## src/rtl/core/gkirf_pkg.sv

```systemverilog
`default_nettype none

package gkirf_pkg;

    // field widths
    localparam int CMD_W   = 1;
    localparam int SLOT_W  = 2;
    localparam int HALF_W  = 64;
    localparam int KEY_W   = 128;
    localparam int CTR_W   = 48;
    localparam int IDX_W   = 4;
    localparam int STAT_W  = 2;

    // command codes
    localparam logic [CMD_W-1:0] CMD_INSTALL = 1'b0;
    localparam logic [CMD_W-1:0] CMD_RECORD  = 1'b1;

    // status codes
    localparam logic [STAT_W-1:0] ST_INSTALLED = 2'd0;
    localparam logic [STAT_W-1:0] ST_IGNORED   = 2'd1;
    localparam logic [STAT_W-1:0] ST_RECORDED  = 2'd2;

    // key table write request
    typedef struct packed {
        logic              en;
        logic [SLOT_W-1:0] slot;
        logic [KEY_W-1:0]  key;
    } t_key_wr;

    // finished result from the sequencer
    typedef struct packed {
        logic              valid;
        logic [STAT_W-1:0] status;
        logic              carried;
    } t_result;

endpackage

`default_nettype wire

```

## src/rtl/core/gkirf_ram.sv

```systemverilog
`default_nettype none

module gkirf_ram #(
    parameter int WIDTH = 48,
    parameter int DEPTH = 64,
    parameter int AW    = (DEPTH > 1) ? $clog2(DEPTH) : 1
) (
    input  wire logic             i_clk,
    input  wire logic             i_we,
    input  wire logic [AW-1:0]    i_waddr,
    input  wire logic [WIDTH-1:0] i_wdata,
    input  wire logic [AW-1:0]    i_raddr,
    output logic      [WIDTH-1:0] o_rdata
);

    logic [WIDTH-1:0] r_mem [DEPTH];

    // write port and registered read port
    always_ff @(posedge i_clk) begin
        if (i_we) begin
            r_mem[i_waddr] <= i_wdata;
        end
        o_rdata <= r_mem[i_raddr];
    end

endmodule

`default_nettype wire

```

## src/rtl/core/gkirf_keytab.sv

```systemverilog
`default_nettype none

module gkirf_keytab #(
    parameter int KEY_SLOTS = 4,
    parameter int SW        = (KEY_SLOTS > 1) ? $clog2(KEY_SLOTS) : 1
) (
    input  wire logic                      i_clk,
    input  wire logic                      i_rst_n,
    input  wire gkirf_pkg::t_key_wr        i_wr,
    input  wire logic [gkirf_pkg::KEY_W-1:0] i_cmp_key,
    output logic      [KEY_SLOTS-1:0]      o_match
);

    logic [gkirf_pkg::KEY_W-1:0] r_key [KEY_SLOTS];
    logic [KEY_SLOTS-1:0]        r_inst;

    // install marks clear on reset; keys hold until written
    always_ff @(posedge i_clk) begin
        if (!i_rst_n) begin
            r_inst <= '0;
        end else if (i_wr.en) begin
            r_inst[i_wr.slot[SW-1:0]] <= 1'b1;
        end
        if (i_wr.en) begin
            r_key[i_wr.slot[SW-1:0]] <= i_wr.key;
        end
    end

    // flag every installed slot that holds the compared key
    always_comb begin
        for (int s = 0; s < KEY_SLOTS; s++) begin
            o_match[s] = r_inst[s] && (r_key[s] == i_cmp_key);
        end
    end

endmodule

`default_nettype wire

```

## src/rtl/core/gkirf_seq.sv

```systemverilog
`default_nettype none

module gkirf_seq #(
    parameter int KEY_SLOTS    = 4,
    parameter int REPLAY_SLOTS = 16,
    parameter int RSC_BYTES    = 6,
    parameter int SW           = (KEY_SLOTS > 1) ? $clog2(KEY_SLOTS) : 1,
    parameter int IW           = (REPLAY_SLOTS > 1) ? $clog2(REPLAY_SLOTS) : 1
) (
    input  wire logic                         i_clk,
    input  wire logic                         i_rst_n,
    // incoming word
    input  wire logic                         i_valid,
    output logic                              o_ready,
    input  wire logic [gkirf_pkg::CMD_W-1:0]  i_cmd,
    input  wire logic [gkirf_pkg::SLOT_W-1:0] i_slot,
    input  wire logic [gkirf_pkg::KEY_W-1:0]  i_key,
    input  wire logic [gkirf_pkg::CTR_W-1:0]  i_rsc,
    input  wire logic [gkirf_pkg::IDX_W-1:0]  i_idx,
    input  wire logic [gkirf_pkg::CTR_W-1:0]  i_pn,
    // key table
    output logic      [gkirf_pkg::KEY_W-1:0]  o_cmp_key,
    input  wire logic [KEY_SLOTS-1:0]         i_match,
    output gkirf_pkg::t_key_wr                o_key_wr,
    // counter memory
    output logic                              o_we,
    output logic      [SW+IW-1:0]             o_waddr,
    output logic      [gkirf_pkg::CTR_W-1:0]  o_wdata,
    output logic      [SW+IW-1:0]             o_raddr,
    input  wire logic [gkirf_pkg::CTR_W-1:0]  i_rdata,
    // result
    input  wire logic                         i_out_free,
    output gkirf_pkg::t_result                o_result
);

    localparam int RSC_USED = (RSC_BYTES > 6) ? 6 : RSC_BYTES;
    localparam int RSC_BITS = 8 * RSC_USED;
    localparam logic [gkirf_pkg::CTR_W-1:0] RSC_MASK =
        gkirf_pkg::CTR_W'((49'd1 << RSC_BITS) - 49'd1);
    localparam logic [SW-1:0] LAST_S = SW'(KEY_SLOTS - 1);
    localparam logic [IW-1:0] LAST_I = IW'(REPLAY_SLOTS - 1);

    typedef enum logic [2:0] {
        S_IDLE,
        S_CHECK,
        S_SCAN,
        S_DRAIN,
        S_RESP
    } t_state;

    t_state                          r_state;
    logic [gkirf_pkg::CMD_W-1:0]     r_cmd;
    logic [gkirf_pkg::SLOT_W-1:0]    r_slot;
    logic [gkirf_pkg::KEY_W-1:0]     r_key;
    logic [gkirf_pkg::CTR_W-1:0]     r_rsc;
    logic [gkirf_pkg::IDX_W-1:0]     r_idx;
    logic [gkirf_pkg::CTR_W-1:0]     r_pn;
    logic [KEY_SLOTS-1:0]            r_match;
    logic [gkirf_pkg::STAT_W-1:0]    r_status;
    logic                            r_carried;
    logic [SW-1:0]                   r_s;
    logic [IW-1:0]                   r_i;
    logic                            r_rd_vld;
    logic [SW-1:0]                   r_rd_s;
    logic [IW-1:0]                   r_rd_i;
    logic [gkirf_pkg::CTR_W-1:0]     r_floor;

    logic                            slot_ok;
    logic                            idx_ok;
    logic                            ignore;
    logic                            rd_last;
    logic                            hit;
    logic [gkirf_pkg::CTR_W-1:0]     cur_floor;
    logic [gkirf_pkg::CTR_W-1:0]     n_floor;

    assign slot_ok = ({1'b0, r_slot} < 3'(KEY_SLOTS));
    assign idx_ok  = ({1'b0, r_idx} < 5'(REPLAY_SLOTS));
    assign ignore  = !slot_ok || i_match[r_slot[SW-1:0]];

    assign o_ready   = (r_state == S_IDLE);
    assign o_cmp_key = r_key;
    assign o_raddr   = {r_s, r_i};

    // running maximum over the matching slots of one replay index
    assign rd_last   = (r_rd_s == LAST_S);
    assign cur_floor = (r_rd_s == '0) ? r_rsc : r_floor;
    assign hit       = r_rd_vld && r_match[r_rd_s] && (i_rdata > cur_floor);
    assign n_floor   = hit ? i_rdata : cur_floor;

    // counter memory write: record word or finished floor
    always_comb begin
        o_we    = 1'b0;
        o_waddr = {r_slot[SW-1:0], r_idx[IW-1:0]};
        o_wdata = r_pn;
        if (r_state == S_CHECK && r_cmd == gkirf_pkg::CMD_RECORD) begin
            o_we = slot_ok && idx_ok;
        end else if (r_rd_vld && rd_last) begin
            o_we    = 1'b1;
            o_waddr = {r_slot[SW-1:0], r_rd_i};
            o_wdata = n_floor;
        end
    end

    // store the key and the installed mark as the last floor is written
    always_comb begin
        o_key_wr.en   = (r_state == S_DRAIN);
        o_key_wr.slot = r_slot;
        o_key_wr.key  = r_key;
    end

    always_comb begin
        o_result.valid   = (r_state == S_RESP) && i_out_free;
        o_result.status  = r_status;
        o_result.carried = r_carried;
    end

    // sequencer
    always_ff @(posedge i_clk) begin
        if (!i_rst_n) begin
            r_state  <= S_IDLE;
            r_rd_vld <= 1'b0;
        end else begin
            r_rd_vld <= (r_state == S_SCAN);
            unique case (r_state)
                S_IDLE: begin
                    if (i_valid) begin
                        r_state <= S_CHECK;
                    end
                end
                S_CHECK: begin
                    if (r_cmd == gkirf_pkg::CMD_RECORD || ignore) begin
                        r_state <= S_RESP;
                    end else begin
                        r_state <= S_SCAN;
                    end
                end
                S_SCAN: begin
                    if (r_s == LAST_S && r_i == LAST_I) begin
                        r_state <= S_DRAIN;
                    end
                end
                S_DRAIN: begin
                    r_state <= S_RESP;
                end
                S_RESP: begin
                    if (i_out_free) begin
                        r_state <= S_IDLE;
                    end
                end
                default: begin
                    r_state <= S_IDLE;
                end
            endcase
        end
    end

    // payload: capture word, step the scan, hold the floor
    always_ff @(posedge i_clk) begin
        if (r_state == S_IDLE && i_valid) begin
            r_cmd     <= i_cmd;
            r_slot    <= i_slot;
            r_key     <= i_key;
            r_rsc     <= i_rsc & RSC_MASK;
            r_idx     <= i_idx;
            r_pn      <= i_pn;
            r_carried <= 1'b0;
            r_s       <= '0;
            r_i       <= '0;
        end
        if (r_state == S_CHECK) begin
            r_match <= i_match;
            if (r_cmd == gkirf_pkg::CMD_RECORD) begin
                r_status <= gkirf_pkg::ST_RECORDED;
            end else if (ignore) begin
                r_status <= gkirf_pkg::ST_IGNORED;
            end else begin
                r_status <= gkirf_pkg::ST_INSTALLED;
            end
        end
        if (r_state == S_SCAN) begin
            r_rd_s <= r_s;
            r_rd_i <= r_i;
            if (r_s == LAST_S) begin
                r_s <= '0;
                r_i <= r_i + 1'b1;
            end else begin
                r_s <= r_s + 1'b1;
            end
        end
        if (r_rd_vld) begin
            r_floor   <= n_floor;
            r_carried <= r_carried | hit;
        end
    end

endmodule

`default_nettype wire

```

## src/rtl/core/group_key_install_replay_floor_top.sv

```systemverilog
`default_nettype none
// A record or an ignored install passes from the check state to the response state, and its
// result word is then registered at the output; an install that is carried out scans the
// counter memory with one read per slot and replay index, writes the floor of each replay
// index once its last slot has been read, stores the key in the drain state, then responds.
// Only one word is taken at a time; a result held at the output stalls the next.
// Reset (synchronous, active low) clears the installed marks and control state only.

module group_key_install_replay_floor_top #(
    parameter int REPLAY_SLOTS = 16,
    parameter int RSC_BYTES    = 6,
    parameter int KEY_SLOTS    = 4
) (
    input  wire logic         i_clk,
    input  wire logic         i_rst_n,
    // slave side
    input  wire logic         i_s_tvalid,
    output logic              o_s_tready,
    // key_slot[1:0], key_low[65:2], key_high[129:66], rsc[177:130],
    // replay_index[181:178], packet_number[229:182], zero[231:230]
    input  wire logic [231:0] i_s_tdata,
    // cmd[0]
    input  wire logic         i_s_tuser,
    // master side
    output logic              o_m_tvalid,
    input  wire logic         i_m_tready,
    // status[1:0], floor_carried[2], zero[7:3]
    output logic      [7:0]   o_m_tdata
);

    localparam int SW = (KEY_SLOTS > 1) ? $clog2(KEY_SLOTS) : 1;
    localparam int IW = (REPLAY_SLOTS > 1) ? $clog2(REPLAY_SLOTS) : 1;
    localparam int DEPTH = KEY_SLOTS << IW;

    logic [KEY_SLOTS-1:0]          match;
    logic [gkirf_pkg::KEY_W-1:0]   cmp_key;
    gkirf_pkg::t_key_wr            key_wr;
    gkirf_pkg::t_result            result;
    logic                          we;
    logic [SW+IW-1:0]              waddr;
    logic [SW+IW-1:0]              raddr;
    logic [gkirf_pkg::CTR_W-1:0]   wdata;
    logic [gkirf_pkg::CTR_W-1:0]   rdata;
    logic                          out_free;

    logic                          r_out_valid;
    logic [gkirf_pkg::STAT_W-1:0]  r_out_status;
    logic                          r_out_carried;

    assign out_free = !r_out_valid || i_m_tready;

    gkirf_seq #(
        .KEY_SLOTS    (KEY_SLOTS),
        .REPLAY_SLOTS (REPLAY_SLOTS),
        .RSC_BYTES    (RSC_BYTES),
        .SW           (SW),
        .IW           (IW)
    ) u_seq (
        .i_clk      (i_clk),
        .i_rst_n    (i_rst_n),
        .i_valid    (i_s_tvalid),
        .o_ready    (o_s_tready),
        .i_cmd      (i_s_tuser),
        .i_slot     (i_s_tdata[1:0]),
        .i_key      ({i_s_tdata[129:66], i_s_tdata[65:2]}),
        .i_rsc      (i_s_tdata[177:130]),
        .i_idx      (i_s_tdata[181:178]),
        .i_pn       (i_s_tdata[229:182]),
        .o_cmp_key  (cmp_key),
        .i_match    (match),
        .o_key_wr   (key_wr),
        .o_we       (we),
        .o_waddr    (waddr),
        .o_wdata    (wdata),
        .o_raddr    (raddr),
        .i_rdata    (rdata),
        .i_out_free (out_free),
        .o_result   (result)
    );

    gkirf_keytab #(
        .KEY_SLOTS (KEY_SLOTS),
        .SW        (SW)
    ) u_keytab (
        .i_clk     (i_clk),
        .i_rst_n   (i_rst_n),
        .i_wr      (key_wr),
        .i_cmp_key (cmp_key),
        .o_match   (match)
    );

    gkirf_ram #(
        .WIDTH (gkirf_pkg::CTR_W),
        .DEPTH (DEPTH),
        .AW    (SW + IW)
    ) u_ctr_ram (
        .i_clk   (i_clk),
        .i_we    (we),
        .i_waddr (waddr),
        .i_wdata (wdata),
        .i_raddr (raddr),
        .o_rdata (rdata)
    );

    // output register: hold the result word until taken
    always_ff @(posedge i_clk) begin
        if (!i_rst_n) begin
            r_out_valid <= 1'b0;
        end else if (result.valid) begin
            r_out_valid <= 1'b1;
        end else if (i_m_tready) begin
            r_out_valid <= 1'b0;
        end
        if (result.valid) begin
            r_out_status  <= result.status;
            r_out_carried <= result.carried;
        end
    end

    assign o_m_tvalid = r_out_valid;
    assign o_m_tdata  = {5'd0, r_out_carried, r_out_status};

endmodule

`default_nettype wire
```

## config.mk

```make
export PLATFORM = sky130hd
export DESIGN_NAME = group_key_install_replay_floor_top
export DESIGN_NICKNAME = d
export VERILOG_FILES = /design/src/rtl/core/gkirf_pkg.sv /design/src/rtl/core/gkirf_ram.sv /design/src/rtl/core/gkirf_keytab.sv /design/src/rtl/core/gkirf_seq.sv /design/src/rtl/core/group_key_install_replay_floor_top.sv
export SDC_FILE = /design/constraint.sdc
export NUM_CORES = 2
export LEC_CHECK = 0
export ABC_CLOCK_PERIOD_IN_PS = 26600
export BUFFER_PORTS_ARGS = -buffer_cell sky130_fd_sc_hd__clkbuf_2
export CAP_MARGIN = 20
export CORE_ASPECT_RATIO = 0.75
export CORE_UTILIZATION = 40
export DETAILED_ROUTE_END_ITERATION = 16
export PLACE_DENSITY = 0.61
export SLEW_MARGIN = 10
export SYNTH_ARGS = -nofsm -noshare
export SYNTH_HDL_FRONTEND = slang
export SYNTH_HIERARCHICAL = 1
export SYNTH_SLANG_ARGS = --single-unit
```

## constraint.sdc

```tcl
create_clock -name i_clk -period 26.6 [get_ports i_clk]
set_input_delay 3.99 -clock i_clk [delete_from_list [all_inputs] [get_ports i_clk]]
set_output_delay 3.99 -clock i_clk [all_outputs]
set_load 0.02 [all_outputs]
```

==> run metrics <==
status=completed; Clock Sinks=3,942; most common cell after layout, fill and taps aside=edfxtp_1; clock root buffer=clkbuf_16; largest stage delay on the critical path=0.99 ns; worst hold slack=0.424 ns; Layout area overhead=13.5%; Max Clk Rate=137 MHz; Final Wtd Congestion=0.890; H-tree depth=5; vias per inst=6.01; register bit count reported by yosys=3,942; fin nets=8,056; Avg WL per Cell=33.8 um; Startpoint Class=register; HP Class=reg -> reg; CTS Buf Count=384; gate count of the mapped netlist=7,360; post-DP HPWL=261 mm; max-cap violation count=0; DRC Markers=0; RSZ-0062 raised after global routing=false; grt total ovfl=0; gr usage total=22.6%; worst setup path category=reg -> reg; GR Util met3=5.79%; worst-case clock skew=0.0862 ns; crit path max-delay cell type=nor4_1; DP Area=161,000 um2; CP Max Fanout=64; Final Hold Fails=0; Static Leak=52.9 nW; pin count of the biggest net entering global routing=112; post-route cell area=173,000 um2; relative slew slack=20.9%; CP Cell Sequence=nor2_4 > buf_4 > buf_4 > mux2i_1 > ha_1 > nand4_1 > nor4_1 > and2_1 > nand4_1 > nand3_4 > buf_4 > nor3_1 > o31ai_4 > buf_4; clk slew on worst S/H paths=0.06 ns; setup ws final=19.29 ns; most frequent cells in the layout=3,881 x edfxtp_1, 756 x mux4_2, 386 x clkbuf_16; register area=118,000 um2; Top Ports=247; # placed instances=12,429; Worst Path Required=27.24 ns; EDFF count, synth=3,881; Most used DFF post-synth=edfxtp_1; crit path capture type=register; Final ANT Viol Nets=0; GRT busiest layer=met1; CP most frequent cell=buf_4; CP delay by family, top=simple AND/OR/NAND/NOR gates; critical path arrival=7.95 ns; number of global-route vias before repair=76,065; Cell Count, Final, Fillers Out=13,134; synth unique cells=72; Initial DRC Count=12,030; setup TNS=0 ns; DR pass1 iterations=6; postcts setup bufs=0; PortBufs=239; CTS max path bufs=4; fin crit period=7.31 ns; CTS tree=built; DIE WIDTH=715 um; die area=384,000 um2; CTS resizes=0; yosys warns=6; met1 Usage GRT=34.0%; sequential element share of the synthesized area=77.1%; Worst-Margin Slew=1.19 ns; Synth async-reset ratio=0%; Final period util=27.5%; Setup WS pre-CTS=19.00 ns; filler instances=31,595; initial antenna violation count=35; Starting Density=40.2%; fin. max-slew vios=0; Crit path buffers/inverters=4; CTS Hold Bufs=0; peak supply drop=61.0 uV; pwr dens=78.8 nW/um2; Core ar.=380,000 um2; routed wire length=444 mm; Rows=196; die extent in y=537 um; final setup fails=0; multi-input logic area=33,100 um2; layout cell share with drive strength beyond 1=24.6%; worst-skew pair later-pin latency=1.01 ns; GRT met2 Usage=33.1%; Via Count=78,973; Mapped Avg Cell Area=20.7 um2; mapped cell area=153,000 um2; first-pass GRT wire length=609 mm
## power breakdown
group	switching (mW)	leakage, nW	internal, mW
clock	2.37	6.07	3.08
combinational	0.691	11.4	0.289
sequential	0.146	35.5	7.08
total	3.21	52.9	10.4
## logic make-up (layout without fill, tap and decap cells)
group / after synthesis / after routing / share of synthesized area (%)
fa+ha+maj: 50 / 50 / 0.410
buf+inv: 564 / 1276 / 2.04
xor+xnor: 305 / 305 / 1.75
mux: 882 / 882 / 12.0
flops: 3942 / 3942 / 77.1
other cells: 1 / 14 / 0.00246
simple gates: 847 / 847 / 2.91
compound gates: 769 / 769 / 3.78
## area by class of cell
type                       instances  share of cell area (%)
antenna                            9                  0.0130
clock buffer                     468                    5.81
clock inverter                   225                    1.39
inverter                          82                   0.182
multi-input combinational       2858                    19.1
sequential                      3942                    68.0
tap                             5049                    3.65
timing repair buffer             501                    1.89
## Yosys cell counts (all sizes together) (4+ instances only)
master	instances	area [um2]
nor2b	66	420
nor4	49	325
nand3	21	105
a22oi	80	601
a22o	66	578
a221o	5	50.1
xor2	22	193
and2	4	25.0
a21oi	96	480
nor3	62	310
mux2	15	169
dfxtp	61	1220
and3	8	50.1
or2	5	31.3
nand4	93	582
a31o	5	43.8
or3b	4	35.0
buf	338	2260
nand2b	182	1150
a211oi	32	240
nor3b	4	30.0
nor2	192	721
clkbuf	144	542
edfxtp	3881	117000
mux2i	111	1110
o2bb2ai	13	114
nand3b	5	37.5
o31ai	47	353
inv	82	308
o22ai	147	920
a221oi	87	762
o2111ai	56	490
o21a	51	383
o221ai	32	280
a2111oi	4	53.8
xnor2	283	2480
a2111o	11	124
o21ai	7	35.0
mux4	756	17000
nand2	139	522
ha	50	626
a311oi	11	96.3
## registers in the layout (all words and copies together) (netlist names), 2 cells and up
signal	count
u_ctr_ram/r_mem	3072
u_keytab/r_key	512
u_seq/o_cmp_key	128
u_ctr_ram/o_rdata	48
u_seq/r_floor	48
u_seq/r_pn	48
u_seq/r_rsc	48
u_keytab/r_inst	4
u_seq/r_i	4
u_seq/r_idx	4
u_seq/r_match	4
u_seq/r_rd_i	4
u_seq/r_state	3
r_out_status	2
u_seq/r_rd_s	2
u_seq/r_s	2
u_seq/r_slot	2
u_seq/r_status	2
## metrics by stage
step | power [mW] | utilization, %
after floorplan | 7.87 | -
after global placement | 8.29 | 42.3
after detailed placement | 8.31 | 42.3
after CTS | 13.7 | 45.6
after global routing | 14.0 | 45.6
final | 13.7 | 45.6
## final timing paths
| path | startpoint | to | slack, ns | depth (start not counted) |
|---|---|---|---|---|
| setup / recovery | u_seq/r_rd_s[1] | u_ctr_ram/r_mem[49][28] | 19.29 | 14 |
| hold / removal | u_seq/r_status[1] | r_out_status[1] | 0.42 | 0 |
| setup reg to reg | u_seq/r_rd_s[1] | u_ctr_ram/r_mem[49][28] | 19.29 | 14 |
| hold reg to reg | u_seq/r_status[1] | r_out_status[1] | 0.42 | 0 |
## layer usage
| layer | vias up | share of wire, % |
|---|---|---|
| met3 | 598 | 12 |
| met1 | 42514 | 42 |
| met2 | 4612 | 44 |
| met5 | - | 0.015 |
| met4 | 10 | 2.2 |
| li1 | 31239 | - |
Note: power is estimated with default switching activity, not from simulation.
